==> src/sv/mf3_pkg.sv <==
// Shared types and constants of the 3x3 median filter.
`default_nettype none
package mf3_pkg;
  localparam int COL_BITS  = 12;
  localparam int WID_BITS  = 13;
  localparam int BANK_BITS = 3;
  localparam int NUM_BANKS = 5;
  localparam int MAX_ROWS  = 1024;

  localparam logic [3:0] REG_WIDTH  = 4'd0;
  localparam logic [3:0] REG_HEIGHT = 4'd1;

  typedef enum logic [2:0] {
    BK_IDLE,
    BK_LOAD,
    BK_RANK,
    BK_AVG,
    BK_PUSH
  } bk_state_t;

  typedef enum logic [1:0] {
    PH_A,
    PH_B,
    PH_F
  } phase_t;

  typedef struct packed {
    logic [COL_BITS-1:0]  col;
    logic [WID_BITS-1:0]  width;
    logic                 has_up;
    logic                 emit_a;
    logic                 emit_b;
    logic                 flush;
    logic [BANK_BITS-1:0] bank_old;
    logic [BANK_BITS-1:0] bank_prev;
    logic [BANK_BITS-1:0] bank_cur;
  } job_t;
endpackage
`default_nettype wire

==> src/sv/mf3_fifo.sv <==
// Two-entry queue used between the stages.
`default_nettype none
module mf3_fifo #(
  parameter int DW = 8
) (
  input  wire logic          clk,
  input  wire logic          rst_n,
  input  wire logic          push,
  input  wire logic [DW-1:0] din,
  output logic               full,
  input  wire logic          pop,
  output logic [DW-1:0]      dout,
  output logic               empty
);
  logic [DW-1:0] mem_r [2];
  logic          wp_r, rp_r;
  logic [1:0]    cnt_r, cnt_nxt;
  logic          do_push, do_pop;

  assign full    = (cnt_r == 2'd2);
  assign empty   = (cnt_r == 2'd0);
  assign do_push = push && !full;
  assign do_pop  = pop && !empty;
  assign dout    = mem_r[rp_r];

  always_comb begin
    cnt_nxt = cnt_r;
    if (do_push && !do_pop) cnt_nxt = cnt_r + 2'd1;
    else if (!do_push && do_pop) cnt_nxt = cnt_r - 2'd1;
  end

  always_ff @(posedge clk) begin
    if (!rst_n) begin
      wp_r  <= 1'b0;
      rp_r  <= 1'b0;
      cnt_r <= 2'd0;
    end else begin
      cnt_r <= cnt_nxt;
      if (do_push) wp_r <= ~wp_r;
      if (do_pop) rp_r <= ~rp_r;
    end
  end

  always_ff @(posedge clk) begin
    if (do_push) mem_r[wp_r] <= din;
  end
endmodule
`default_nettype wire

==> src/sv/mf3_front.sv <==
// Front end: configuration, frame position, row bank rotation and job issue.
`default_nettype none
module mf3_front #(
  parameter int MAX_WIDTH   = 32,
  parameter int SAMPLE_BITS = 16
) (
  input  wire logic                   clk,
  input  wire logic                   rst_n,
  input  wire logic                   in_push,
  input  wire logic [SAMPLE_BITS-1:0] in_sample,
  output logic                        in_full,
  input  wire logic                   cfg_valid,
  input  wire logic [3:0]             cfg_index,
  input  wire logic [10:0]            cfg_data,
  input  wire logic                   jq_full,
  output logic                        jq_push,
  output mf3_pkg::job_t               jq_job,
  output logic                        wr_en,
  output logic [2:0]                  wr_bank,
  output logic [$clog2(MAX_WIDTH)-1:0] wr_col,
  output logic [SAMPLE_BITS-1:0]      wr_data
);
  localparam int CW = $clog2(MAX_WIDTH);
  localparam int WB = $clog2(MAX_WIDTH + 1);

  logic [5:0]    fw_r;
  logic [10:0]   fh_r;
  logic [CW-1:0] col_r;
  logic [9:0]    row_r;
  logic [2:0]    bank_r;
  logic [WB-1:0] wa;
  logic [10:0]   ha;
  logic          acc, row_end, last_row;
  logic [2:0]    bank_p, bank_o;

  always_comb begin
    if (fw_r < 6'd2) wa = WB'(2);
    else if (32'(fw_r) > MAX_WIDTH) wa = WB'(MAX_WIDTH);
    else wa = WB'(fw_r);
    if (fh_r < 11'd2) ha = 11'd2;
    else if (fh_r > 11'(mf3_pkg::MAX_ROWS)) ha = 11'(mf3_pkg::MAX_ROWS);
    else ha = fh_r;
  end

  assign in_full  = jq_full || cfg_valid;
  assign acc      = in_push && !in_full;
  assign row_end  = (WB'(col_r) == WB'(wa - WB'(1)));
  assign last_row = ({1'b0, row_r} == (ha - 11'd1));
  assign bank_p   = (bank_r == 3'd0) ? 3'd4 : bank_r - 3'd1;
  assign bank_o   = (bank_p == 3'd0) ? 3'd4 : bank_p - 3'd1;

  assign wr_en   = acc;
  assign wr_bank = bank_r;
  assign wr_col  = col_r;
  assign wr_data = in_sample;
  assign jq_push = acc;

  always_comb begin
    jq_job           = '0;
    jq_job.col       = mf3_pkg::COL_BITS'(col_r);
    jq_job.width     = mf3_pkg::WID_BITS'(wa);
    jq_job.has_up    = (row_r >= 10'd2);
    jq_job.emit_a    = (row_r != 10'd0) && (col_r != '0);
    jq_job.emit_b    = (row_r != 10'd0) && row_end;
    jq_job.flush     = row_end && last_row;
    jq_job.bank_old  = bank_o;
    jq_job.bank_prev = bank_p;
    jq_job.bank_cur  = bank_r;
  end

  always_ff @(posedge clk) begin
    if (!rst_n) begin
      fw_r   <= 6'd10;
      fh_r   <= 11'd10;
      col_r  <= '0;
      row_r  <= '0;
      bank_r <= 3'd0;
    end else if (cfg_valid) begin
      if (cfg_index == mf3_pkg::REG_WIDTH) begin
        fw_r  <= cfg_data[5:0];
        col_r <= '0;
        row_r <= '0;
      end else if (cfg_index == mf3_pkg::REG_HEIGHT) begin
        fh_r  <= cfg_data;
        col_r <= '0;
        row_r <= '0;
      end
    end else if (acc) begin
      if (row_end) begin
        col_r  <= '0;
        row_r  <= last_row ? 10'd0 : row_r + 10'd1;
        bank_r <= (bank_r == 3'd4) ? 3'd0 : bank_r + 3'd1;
      end else begin
        col_r <= col_r + CW'(1);
      end
    end
  end
endmodule
`default_nettype wire

==> src/sv/mf3_back.sv <==
// Back end: row bank memories and per-pixel window load, rank select and average.
`default_nettype none
module mf3_back #(
  parameter int MAX_WIDTH   = 32,
  parameter int SAMPLE_BITS = 16
) (
  input  wire logic                    clk,
  input  wire logic                    rst_n,
  input  wire logic                    wr_en,
  input  wire logic [2:0]              wr_bank,
  input  wire logic [$clog2(MAX_WIDTH)-1:0] wr_col,
  input  wire logic [SAMPLE_BITS-1:0]  wr_data,
  input  wire logic                    jq_empty,
  input  wire mf3_pkg::job_t           jq_job,
  output logic                         jq_pop,
  input  wire logic                    oq_full,
  output logic                         oq_push,
  output logic [SAMPLE_BITS+1:0]       oq_data
);
  localparam int CW = $clog2(MAX_WIDTH);
  localparam int WB = $clog2(MAX_WIDTH + 1);
  localparam int SB = SAMPLE_BITS;

  logic [SB-1:0] mem_r [mf3_pkg::NUM_BANKS][MAX_WIDTH];
  logic [SB-1:0] rdata_r [mf3_pkg::NUM_BANKS];
  logic [CW-1:0] raddr;

  mf3_pkg::bk_state_t st_r, st_nxt;
  mf3_pkg::job_t      job_r, job_nxt;
  mf3_pkg::phase_t    ph_r, ph_nxt, first_ph, next_ph;
  logic [CW-1:0]      k_r, k_nxt;
  logic [1:0]         rd_r, rd_nxt;
  logic [SB-1:0]      win_r [9];
  logic [2:0]         rowv_r, rowv;
  logic [SB-1:0]      shi_r, slo_r, res_r;
  logic               odd_r;
  logic               first_ok, has_next;
  logic               cap, load_rank, load_avg;

  logic [WB-1:0] w, p, lo, hi;
  logic [1:0]    ncol;
  logic [2:0]    bk [3];
  logic [8:0]    vm;
  logic [3:0]    nval, half;
  logic [3:0]    rank [9];
  logic [SB-1:0] sel_hi, sel_lo;
  logic [SB:0]   sum;

  always_ff @(posedge clk) begin
    if (wr_en) mem_r[wr_bank][wr_col] <= wr_data;
    for (int b = 0; b < mf3_pkg::NUM_BANKS; b++) rdata_r[b] <= mem_r[b][raddr];
  end

  always_comb begin
    w = WB'(job_r.width);
    case (ph_r)
      mf3_pkg::PH_A: p = WB'(job_r.col) - WB'(1);
      mf3_pkg::PH_B: p = w - WB'(1);
      mf3_pkg::PH_F: p = WB'(k_r);
      default:       p = '0;
    endcase
    lo    = (p == '0) ? '0 : p - WB'(1);
    hi    = (p + WB'(1) >= w) ? w - WB'(1) : p + WB'(1);
    ncol  = 2'(hi - lo) + 2'd1;
    raddr = CW'(lo + WB'(rd_r));
    if (ph_r == mf3_pkg::PH_F) begin
      bk[0] = job_r.bank_prev;
      bk[1] = job_r.bank_cur;
      bk[2] = job_r.bank_cur;
      rowv  = 3'b011;
    end else begin
      bk[0] = job_r.bank_old;
      bk[1] = job_r.bank_prev;
      bk[2] = job_r.bank_cur;
      rowv  = {1'b1, 1'b1, job_r.has_up};
    end
  end

  always_comb begin
    nval = '0;
    for (int a = 0; a < 9; a++) begin
      vm[a] = rowv_r[a / 3] && ((a % 3) < int'(ncol));
      nval  = nval + 4'(vm[a]);
    end
    half   = nval >> 1;
    sel_hi = '0;
    sel_lo = '0;
    for (int a = 0; a < 9; a++) begin
      rank[a] = '0;
      for (int b = 0; b < 9; b++) begin
        if (vm[b] && ((win_r[b] < win_r[a]) || ((win_r[b] == win_r[a]) && (b < a))))
          rank[a] = rank[a] + 4'd1;
      end
      if (vm[a] && rank[a] == half) sel_hi = win_r[a];
      if (vm[a] && rank[a] == half - 4'd1) sel_lo = win_r[a];
    end
    sum = {1'b0, shi_r} + {1'b0, slo_r};
  end

  always_comb begin
    first_ok = jq_job.emit_a || jq_job.emit_b || jq_job.flush;
    if (jq_job.emit_a) first_ph = mf3_pkg::PH_A;
    else if (jq_job.emit_b) first_ph = mf3_pkg::PH_B;
    else first_ph = mf3_pkg::PH_F;
    has_next = 1'b0;
    next_ph  = ph_r;
    case (ph_r)
      mf3_pkg::PH_A: begin
        if (job_r.emit_b) begin
          has_next = 1'b1;
          next_ph  = mf3_pkg::PH_B;
        end else if (job_r.flush) begin
          has_next = 1'b1;
          next_ph  = mf3_pkg::PH_F;
        end
      end
      mf3_pkg::PH_B: begin
        if (job_r.flush) begin
          has_next = 1'b1;
          next_ph  = mf3_pkg::PH_F;
        end
      end
      mf3_pkg::PH_F: begin
        has_next = (WB'(k_r) != w - WB'(1));
      end
      default: has_next = 1'b0;
    endcase
  end

  always_comb begin
    st_nxt    = st_r;
    job_nxt   = job_r;
    ph_nxt    = ph_r;
    k_nxt     = k_r;
    rd_nxt    = rd_r;
    jq_pop    = 1'b0;
    oq_push   = 1'b0;
    cap       = 1'b0;
    load_rank = 1'b0;
    load_avg  = 1'b0;
    oq_data   = {res_r, !has_next, (ph_r == mf3_pkg::PH_F) && !has_next};
    case (st_r)
      mf3_pkg::BK_IDLE: begin
        if (!jq_empty) begin
          jq_pop  = 1'b1;
          job_nxt = jq_job;
          ph_nxt  = first_ph;
          k_nxt   = '0;
          rd_nxt  = '0;
          if (first_ok) st_nxt = mf3_pkg::BK_LOAD;
        end
      end
      mf3_pkg::BK_LOAD: begin
        cap    = (rd_r != 2'd0);
        rd_nxt = rd_r + 2'd1;
        if (rd_r == ncol) st_nxt = mf3_pkg::BK_RANK;
      end
      mf3_pkg::BK_RANK: begin
        load_rank = 1'b1;
        st_nxt    = mf3_pkg::BK_AVG;
      end
      mf3_pkg::BK_AVG: begin
        load_avg = 1'b1;
        st_nxt   = mf3_pkg::BK_PUSH;
      end
      mf3_pkg::BK_PUSH: begin
        if (!oq_full) begin
          oq_push = 1'b1;
          rd_nxt  = '0;
          if (has_next) begin
            ph_nxt = next_ph;
            k_nxt  = (ph_r == mf3_pkg::PH_F) ? k_r + CW'(1) : '0;
            st_nxt = mf3_pkg::BK_LOAD;
          end else begin
            st_nxt = mf3_pkg::BK_IDLE;
          end
        end
      end
      default: st_nxt = mf3_pkg::BK_IDLE;
    endcase
  end

  always_ff @(posedge clk) begin
    if (!rst_n) begin
      st_r <= mf3_pkg::BK_IDLE;
      ph_r <= mf3_pkg::PH_A;
      k_r  <= '0;
      rd_r <= '0;
    end else begin
      st_r <= st_nxt;
      ph_r <= ph_nxt;
      k_r  <= k_nxt;
      rd_r <= rd_nxt;
    end
  end

  always_ff @(posedge clk) begin
    job_r <= job_nxt;
    if (st_r == mf3_pkg::BK_LOAD) rowv_r <= rowv;
    if (cap) begin
      for (int r = 0; r < 3; r++) win_r[r * 3 + int'(rd_r) - 1] <= rdata_r[bk[r]];
    end
    if (load_rank) begin
      shi_r <= sel_hi;
      slo_r <= sel_lo;
      odd_r <= nval[0];
    end
    if (load_avg) res_r <= odd_r ? shi_r : sum[SB:1];
  end
endmodule
`default_nettype wire

==> src/sv/median_filter_3x3_shrinking_edges.sv <==
// Top level of the streaming 3x3 median filter with shrinking borders.
// Samples enter in raster order through a queue-style port; each pixel's
// median (truncated mean of the two middle values for the 4- and 6-pixel
// border windows) leaves in raster order once its neighborhood is in.
// A front end writes each sample into one of five rotating row banks and
// issues one job per sample; the back end works one pixel at a time: it
// reads the 2 or 3 window columns from the banks (one column per cycle),
// ranks the window, averages and pushes, and it takes the next job only
// once the last result of the current sample has been pushed.
// The last sample of a frame gives frame_width + 2 results; frame_done
// marks the frame's final pixel, last_of_run the last result of a sample.
// A write to the width or height register restarts the frame position.
`default_nettype none
module median_filter_3x3_shrinking_edges #(
  parameter int MAX_WIDTH   = 32,
  parameter int SAMPLE_BITS = 16
) (
  input  wire logic                   clk,
  input  wire logic                   rst_n,
  input  wire logic                   in_push,
  input  wire logic [SAMPLE_BITS-1:0] in_sample,
  output logic                        in_full,
  output logic                        out_empty,
  input  wire logic                   out_pop,
  output logic [SAMPLE_BITS-1:0]      out_median,
  output logic                        out_last_of_run,
  output logic                        out_frame_done,
  input  wire logic                   cfg_valid,
  output logic                        cfg_ready,
  input  wire logic [3:0]             cfg_index,
  input  wire logic [10:0]            cfg_data
);
  localparam int CW = $clog2(MAX_WIDTH);
  localparam int JW = $bits(mf3_pkg::job_t);

  logic                   jq_full, jq_push, jq_empty, jq_pop;
  mf3_pkg::job_t          jq_in, jq_out;
  logic [JW-1:0]          jq_dout;
  logic                   wr_en;
  logic [2:0]             wr_bank;
  logic [CW-1:0]          wr_col;
  logic [SAMPLE_BITS-1:0] wr_data;
  logic                   oq_full, oq_push;
  logic [SAMPLE_BITS+1:0] oq_din, oq_dout;

  assign cfg_ready = 1'b1;
  assign jq_out    = mf3_pkg::job_t'(jq_dout);
  assign {out_median, out_last_of_run, out_frame_done} = oq_dout;

  mf3_front #(.MAX_WIDTH(MAX_WIDTH), .SAMPLE_BITS(SAMPLE_BITS)) u_front (
    .clk, .rst_n, .in_push, .in_sample, .in_full,
    .cfg_valid, .cfg_index, .cfg_data,
    .jq_full, .jq_push, .jq_job(jq_in),
    .wr_en, .wr_bank, .wr_col, .wr_data
  );

  mf3_fifo #(.DW(JW)) u_jobq (
    .clk, .rst_n, .push(jq_push), .din(jq_in), .full(jq_full),
    .pop(jq_pop), .dout(jq_dout), .empty(jq_empty)
  );

  mf3_back #(.MAX_WIDTH(MAX_WIDTH), .SAMPLE_BITS(SAMPLE_BITS)) u_back (
    .clk, .rst_n, .wr_en, .wr_bank, .wr_col, .wr_data,
    .jq_empty, .jq_job(jq_out), .jq_pop,
    .oq_full, .oq_push, .oq_data(oq_din)
  );

  mf3_fifo #(.DW(SAMPLE_BITS + 2)) u_outq (
    .clk, .rst_n, .push(oq_push), .din(oq_din), .full(oq_full),
    .pop(out_pop), .dout(oq_dout), .empty(out_empty)
  );

  a_no_write_when_full: assert property (@(posedge clk) disable iff (!rst_n)
    wr_en |-> !jq_full) else $error("sample written while job queue full");
  a_done_is_last: assert property (@(posedge clk) disable iff (!rst_n)
    (!out_empty && out_frame_done) |-> out_last_of_run)
    else $error("frame_done without last_of_run");
  a_bank_range: assert property (@(posedge clk) disable iff (!rst_n)
    wr_en |-> (wr_bank < 3'd5)) else $error("row bank out of range");
endmodule
`default_nettype wire

==> config.mk <==
export PLATFORM = sky130hd
export DESIGN_NAME = median_filter_3x3_shrinking_edges
export DESIGN_NICKNAME = d
export VERILOG_FILES = /design/src/sv/mf3_pkg.sv /design/src/sv/mf3_fifo.sv /design/src/sv/mf3_front.sv /design/src/sv/mf3_back.sv /design/src/sv/median_filter_3x3_shrinking_edges.sv
export SDC_FILE = /design/constraint.sdc
export NUM_CORES = 2
export LEC_CHECK = 0
export ABC_AREA = 1
export BUFFER_PORTS_ARGS = -buffer_cell sky130_fd_sc_hd__buf_2
export CAP_MARGIN = 20
export CORE_MARGIN = 4
export CORE_UTILIZATION = 45
export CTS_CLUSTER_SIZE = 10
export DETAILED_ROUTE_END_ITERATION = 6
export SLEW_MARGIN = 0
export SYNTH_ARGS = -nofsm -noshare
export SYNTH_HDL_FRONTEND = slang
export SYNTH_SLANG_ARGS = --single-unit
==> constraint.sdc <==
create_clock -name clk -period 11.2 [get_ports clk]
set_input_delay 0.56 -clock clk [delete_from_list [all_inputs] [get_ports clk]]
set_output_delay 0.56 -clock clk [all_outputs]
set_load 0.02 [all_outputs]
### After elaboration in Yosys (flattened, before gate mapping)

Memories as Yosys holds them, arrays and structs flattened. A register that Yosys moved wholly into a read port is not among the register bits.
Cells that the tools add are included.

* register bits: 131
* memories: 5
* input port bits: 36
* bits in writable memories: 2868
* output and inout port bits: 21

Memories
* u_back.mem_r: depth 5, width 512, read ports 5, clocked after memory_dff 0, wr ports 1, RTL line mf3_back.sv:24 `logic [SB-1:0] mem_r [mf3_pkg::NUM_BANKS][MAX_WIDTH];`
* u_back.win_r: depth 9, width 16, read ports 9, clocked after memory_dff 0, wr ports 3, RTL line mf3_back.sv:33 `logic [SB-1:0] win_r [9];`
* u_back.rdata_r: depth 5, width 16, read ports 3, clocked after memory_dff 0, wr ports 5, RTL line mf3_back.sv:25 `logic [SB-1:0] rdata_r [mf3_pkg::NUM_BANKS];`
* u_jobq.mem_r: depth 2, width 24, read ports 1, clocked after memory_dff 1, wr ports 1, RTL line mf3_fifo.sv:15 `logic [DW-1:0] mem_r [2];`
* u_outq.mem_r: depth 2, width 18, read ports 1, clocked after memory_dff 1, wr ports 1, RTL line mf3_fifo.sv:15

* magnitude comparators: 93
* add/subtract/negate cells: 107
* multiplexer cells: 189
* reductions and logical operators: 198
* bitwise operators: 9
* equal/unequal tests: 75

Operators with widths (number)
* 16-bit < comparator: 81
* 16-bit == test: 36
* 512-bit 2-to-1 mux: 1
* 16-bit 2-to-1 mux: 30
* 16-bit binary-select mux with 5-bit select: 5
* 4-bit 2-to-1 mux: 72
* 4-bit by 1-bit adder with 4-bit output (second input constant): 64
* 1-bit logical AND: 122
* 16-bit demux with 5-bit select: 1
* 10-bit 2-to-1 mux: 6
* 5-bit 2-to-1 mux: 10
* 1-bit logical OR: 39
* 4-bit by 3-bit == test with 1-bit output: 9
* 4-bit == test: 9
* 1-bit 2-to-1 mux: 30
* 4-bit by 1-bit adder with 4-bit output: 7
* 2-bit 2-to-1 mux: 14
* 3-bit 2-to-1 mux: 8
* 11-bit 2-to-1 mux: 2
* 6-bit case mux with 3 select lines: 1
* 6-bit by 1-bit subtractor with 6-bit output (second input constant): 3
* 16-bit by 16-bit adder with 17-bit output: 1
* 1-bit by 1-bit adder with 2-bit output (second input constant): 8
* 3-bit case mux with 5 select lines: 1
* other kinds (62): 111

### Depth between registers and ports, before layout

* word-level depth: 38
* depth in mapped cells: 64
* depth with buffers taken out: 61

### Modules after synthesis

From an unflattened synthesis, not the netlist that was laid out.

* cell total of the unflattened synthesis: 13246
* area total of the unflattened synthesis: 143551.4 um^2

Modules (own cells, without submodules)
* mf3_back: instances 1, cells an instance 12552, area each 136060.5 um^2
* mf3_fifo at u_jobq: instances 1, cells an instance 156, area each 3069.2 um^2
* mf3_front: instances 1, cells an instance 442, area each 2812.7 um^2
* mf3_fifo at u_outq: instances 1, cells an instance 94, area each 1597.8 um^2
* median_filter_3x3_shrinking_edges: instances 1, cells an instance 2, area each 11.3 um^2

### Worst setup path before layout

Ideal clock, no wire load.

* path kind: register to register
* start: reg u_back.job_r[13] in the netlist's numbering
* end: reg u_back.slo_r[10], data pin
* stages on the path, launching flop included: 50
* data arrival time: 8869 ps
* library setup time: 252 ps
* buffers on the path: 2
* setup slack: 2078 ps
* clock period less this slack: 9122 ps
* path through: edfxtp_1 inv_2 ha_1 xor2_1 nand2_1 nand3_1 nand3_1 nand3b_1 xnor2_1 ha_1 nand2_1 inv_1 nor2_1 o21a_1 nand2_1 o21ai_0 ha_1 inv_1 (+14 left out) ha_1 xnor2_1 clkinv_1 nand2_1 nand3_1 nor2_1 nand2_2 buf_6 nand2_1 inv_1 nand2_1 nand2_1 nand3_1 nand2_1 nand2_1 nand2_1 nand2_1 nand2_1

* cells in the longest elaborated chain, start to end: 38
* elaborated cells between the ends (all ways): 292

RTL lines
* start, declared: RTL line mf3_back.sv:29 `mf3_pkg::job_t job_r, job_nxt;`
* start signal, assigned: RTL line mf3_back.sv:198 `job_r <= job_nxt;`
* 6-bit by 1-bit subtractor with 6-bit output: RTL line mf3_back.sv:58 `mf3_pkg::PH_B: p = w - WB'(1);`
* 6-bit case mux with 3 select lines: RTL line mf3_back.sv:56 `case (ph_r)`
* 6-bit by 1-bit adder with 6-bit output: RTL line mf3_back.sv:63 `hi = (p + WB'(1) >= w) ? w - WB'(1) : p + WB'(1);`
* 6-bit greater-or-equal comparator: RTL line mf3_back.sv:63
* 2-bit 2-to-1 mux: RTL line mf3_back.sv:63
* 2-bit subtractor (*): RTL line mf3_back.sv:64 `ncol = 2'(hi - lo) + 2'd1;`
* 2-bit by 1-bit adder with 2-bit output (*): RTL line mf3_back.sv:64
* 1-bit by 2-bit < comparator with 1-bit output: RTL line mf3_back.sv:82 `vm[a] = rowv_r[a / 3] && ((a % 3) < int'(ncol));`
* (+16 left out)
* 4-bit 2-to-1 mux: RTL line mf3_back.sv:91 `if (vm[b] && ((win_r[b] < win_r[a]) || ((win_r[b] == win_r[a]) && (b < a))))`
* 4-bit by 1-bit adder with 4-bit output: RTL line mf3_back.sv:92 `rank[a] = rank[a] + 4'd1;`
* 4-bit 2-to-1 mux: RTL line mf3_back.sv:91
* 4-bit == test: RTL line mf3_back.sv:95 `if (vm[a] && rank[a] == half - 4'd1) sel_lo = win_r[a];`
* 1-bit logical AND: RTL line mf3_back.sv:95
* 16-bit 2-to-1 mux (8 in a row): RTL line mf3_back.sv:95
* 16-bit 2-to-1 mux (*): RTL line mf3_back.sv:95
* named net u_back.sel_lo[10]: RTL line mf3_back.sv:46 `logic [SB-1:0] sel_hi, sel_lo;`
* end signal, assigned: RTL line mf3_back.sv:205 `slo_r <= sel_lo;`
* end, declared: RTL line mf3_back.sv:35 `logic [SB-1:0] shi_r, slo_r, res_r;`

The timed path passes the listed nets; every way through them passes the cells marked *.
A chain may end at the register's enable or synchronous reset.

### Worst setup path in the final report

* start: reg u_back.ph_r[1]
* end: reg u_back.slo_r[4], data pin

* cells in the longest elaborated chain, start to end: 38
* elaborated cells between the ends (all ways): 294

RTL lines
* start, declared: RTL line mf3_back.sv:30 `mf3_pkg::phase_t ph_r, ph_nxt, first_ph, next_ph;`
* start signal, assigned: RTL line mf3_back.sv:186 `ph_r <= mf3_pkg::PH_A;`
* start signal, assigned: RTL line mf3_back.sv:191 `ph_r <= ph_nxt;`
* 2-bit == test, or another cell as far along: RTL line mf3_back.sv:56
* 6-bit case mux with 3 select lines (*): RTL line mf3_back.sv:56
* 6-bit by 1-bit adder with 6-bit output: RTL line mf3_back.sv:63
* 6-bit greater-or-equal comparator: RTL line mf3_back.sv:63
* 2-bit 2-to-1 mux: RTL line mf3_back.sv:63
* 2-bit subtractor (*): RTL line mf3_back.sv:64
* 2-bit by 1-bit adder with 2-bit output (*): RTL line mf3_back.sv:64
* 1-bit by 2-bit < comparator with 1-bit output: RTL line mf3_back.sv:82
* (+16 left out)
* 4-bit 2-to-1 mux: RTL line mf3_back.sv:91
* 4-bit by 1-bit adder with 4-bit output: RTL line mf3_back.sv:92
* 4-bit 2-to-1 mux: RTL line mf3_back.sv:91
* 4-bit == test: RTL line mf3_back.sv:95
* 1-bit logical AND: RTL line mf3_back.sv:95
* 16-bit 2-to-1 mux (8 in a row): RTL line mf3_back.sv:95
* 16-bit 2-to-1 mux (*): RTL line mf3_back.sv:95
* named net u_back.sel_lo[4]: RTL line mf3_back.sv:46

Marks and branches as above.

==> metrics <==
status=complete, no violations; post-layout min period=10130 ps; Filler Cell Count=27300; final count of hold timing violations=0; Layout area overhead=11.4%; Die Ht=570 um; Reg-to-Reg End=u_back.slo_r[4]; CTS clk-pin slew, worst paths=70 ps; EDFF count, synth=2862; initial DRC count=12700; sequential cell area fraction in the yosys report=62.4%; Initial Utilization=45.2%; Final Slew Violations=0; Critical Path Fanout Max=21; remaining routing DRC violations=0; RSZ-0062 raised after global routing=no; final setup TNS=0 ps; Max-Slew Margin vs Limit=17.7%; worst reg-to-reg setup slack=1070 ps; critical path launch point=u_back.ph_r[1]; clk_lat worst skew=910 ps; Synth Register Bits=2999; slowest stage delay, CP=510 ps; CTS Buf Count=346; Final Instance Count excl. Fillers=17500; Clock Tree Root=clkbuf_16; vias in the first global route=101000; I/O pins=57; CTS tree=done; multi-input logic area=48200 um^2; first drt pass iteration count=6; Syn Nets=13900; CTS Buffer Depth=4; die area=325000 um^2; Post-Place Cells=17000; Post-DP HPWL=313000 um; hold path depth=4; GRT Overall Usage=29.2%; YS warnings=0; core footprint=315000 um^2; Layout Nets=13900; FF+latch area=88700 um^2; Worst Tran Pin Value=1230 ps; Worst setup EP type=flop; CP max-delay cell=nor2_2; Hold Path Class=in2reg; CP Launch Type=flop; Tcrit/Tclk final=90.5%; Most used DFF post-synth=edfxtp_1; required time worst endpoint=11840 ps; post-synthesis cell area=142000 um^2; critical path class=reg2reg; via count=107000; Max-Cap Viols=0; Mean Syn Cell Area=10.8 um^2; wire per inst=28.1 um; CTS sink count=2999; Final Skew=55.8 ps; initial antenna violation count=25; first-pass GRT wire length=701000 um; crit path DAT=10770 ps; Min Hold Slack=76.0 ps; startpoint of the worst-slack reg-to-reg timing path=u_back.ph_r[1]; Worst R2R Path Depth=54; setup slack at placement=842 ps; H-tree depth=5; Rows=206; Max Freq=98.7 MHz; routability cong.=1.01; Worst Slack Setup Final=1070 ps; global route overflow=0; port buffer count=55; crit-path most repeated cell=nand2_1; Netlist cell types=80; ys async rst share=0%; largest net degree at the start of global routing=199; Via density=6.09; die outline width=570 um; final setup fails=0; post-CTS setup buffer count=0; worst hold start=out_pop; final wirelength=492000 um; ANT nets after route=0; Mapped Cells=13100; proportion of layout cells with a drive suffix above 1=8.60%
==> placed cells by master, fill, tap and decap left out, types with 119 or more instances in the layout <==
master,n
edfxtp_1,2862
nor2_1,1935
o21ai_0,1915
nand2_1,1474
o22ai_1,777
inv_1,714
ha_1,695
nand3_1,533
a21oi_1,408
clkbuf_16,352
buf_4,306
nand4_1,168
dfxtp_1,137
clkbuf_1,119
==> registers in the layout (all words and copies together), names as in the netlist, 3 cells and up, named ones only <==
| name | flops |
|---|---|
| u_back.job_r | 23 |
| u_back.k_r | 5 |
| u_back.mem_r | 2560 |
| u_back.rdata_r | 80 |
| u_back.res_r | 16 |
| u_back.shi_r | 16 |
| u_back.slo_r | 16 |
| u_back.st_r | 3 |
| u_back.win_r | 144 |
| u_front.fh_r | 11 |
| u_front.fw_r | 6 |
| u_front.row_r | 10 |
| u_front.wr_bank | 3 |
| u_front.wr_col | 5 |
| u_jobq.mem_r | 48 |
| u_outq.mem_r | 36 |
==> metrics by stage <==
stage	utilization, %	cell area [um^2]
after global routing	50.3	158000
after CTS	50.2	158000
final	50.3	158000
after floorplan	-	142000
after global placement	47.0	148000
after detailed placement	47.1	148000
==> layer usage <==
metal  up-vias  track usage, %  share of wire [%]
li1      47600               -                  -
met1     52800            39.4                 40
met2      5314            45.7                 45
met3      1001            4.87                8.6
met4         8            14.8                5.7
met5         -               0             0.0096
==> worst max path at each step <==
stage          depth (start not counted)  slack [ps]                to
4_1_cts                               54         760   u_back.slo_r[5]
2_1_floorplan                         49        2080  u_back.slo_r[10]
5_1_grt                               54         120   u_back.shi_r[8]
3_5_place_dp                          54         840  u_back.slo_r[14]
3_3_place_gp                          54         950   u_back.slo_r[2]
6_report                              54        1070   u_back.slo_r[4]
==> synthesized netlist by cell type, types with 18 or more instances <==
library cell / number / area [um^2]
mux2_2: 106 / 1190
or2_2: 37 / 231
o211ai_1: 39 / 293
nand3_1: 537 / 2690
o21a_1: 26 / 195
clkbuf_1: 640 / 2400
a21oi_1: 409 / 2050
nand2_2: 23 / 144
o21ai_1: 23 / 115
a31oi_1: 44 / 275
nor3_1: 52 / 260
nand4_1: 168 / 1050
a211oi_1: 20 / 150
o22ai_1: 777 / 4860
dfxtp_1: 137 / 2740
o221ai_1: 27 / 236
xor2_1: 49 / 429
edfxtp_1: 2862 / 85900
inv_2: 18 / 67.6
nand2_1: 1480 / 5560
o21ai_0: 1921 / 9610
nor4_1: 18 / 113
inv_1: 717 / 2690
ha_1: 696 / 8710
nor2_1: 1999 / 7500
buf_2: 29 / 145
buf_1: 18 / 67.6
==> what timing repair did <==
item	4_1_cts	5_1_grt
hold buffers	14	0
setup endpoints to repair	0	17
hold endpoints to repair	17	0
resized for setup	0	3
==> kinds of logic after synthesis <==
| family | count (synthesis) | synth area share [%] |
|---|---|---|
| AO/OA/AOI/OAI | 3381 | 13.1 |
| XOR/XNOR | 78 | 0.620 |
| adder cells (fa/ha/maj) | 703 | 6.23 |
| buffers and inverters | 1446 | 3.91 |
| flip-flops | 2999 | 62.4 |
| multiplexers | 108 | 0.854 |
| other | 1 | 0.00264 |
| AND/OR/NAND/NOR | 4399 | 12.9 |
==> cell type report <==
class / instances / area share [%]
inverters: 742 / 1.78
multi-input cells: 8670 / 30.4
flip-flops and latches: 2999 / 56.0
clock buffers: 476 / 5.89
diodes: 16 / 0.0253
repair buffers: 421 / 2.28
clock inverters: 37 / 0.325
well taps: 4160 / 3.29
==> worst max-delay path: cells and delay by family, from the launching register on <==
| kind | cells | cell delay [ps] |
|---|---|---|
| buffers and inverters | 7 | 780 |
| adder cells (fa/ha/maj) | 8 | 2070 |
| flip-flops | 1 | 400 |
| XOR/XNOR | 2 | 320 |
| AO/OA/AOI/OAI | 5 | 1350 |
| AND/OR/NAND/NOR | 32 | 4890 |
Power is not shown: default switching activity piles up to over one toggle a cycle in this logic, so the estimate is an artifact.
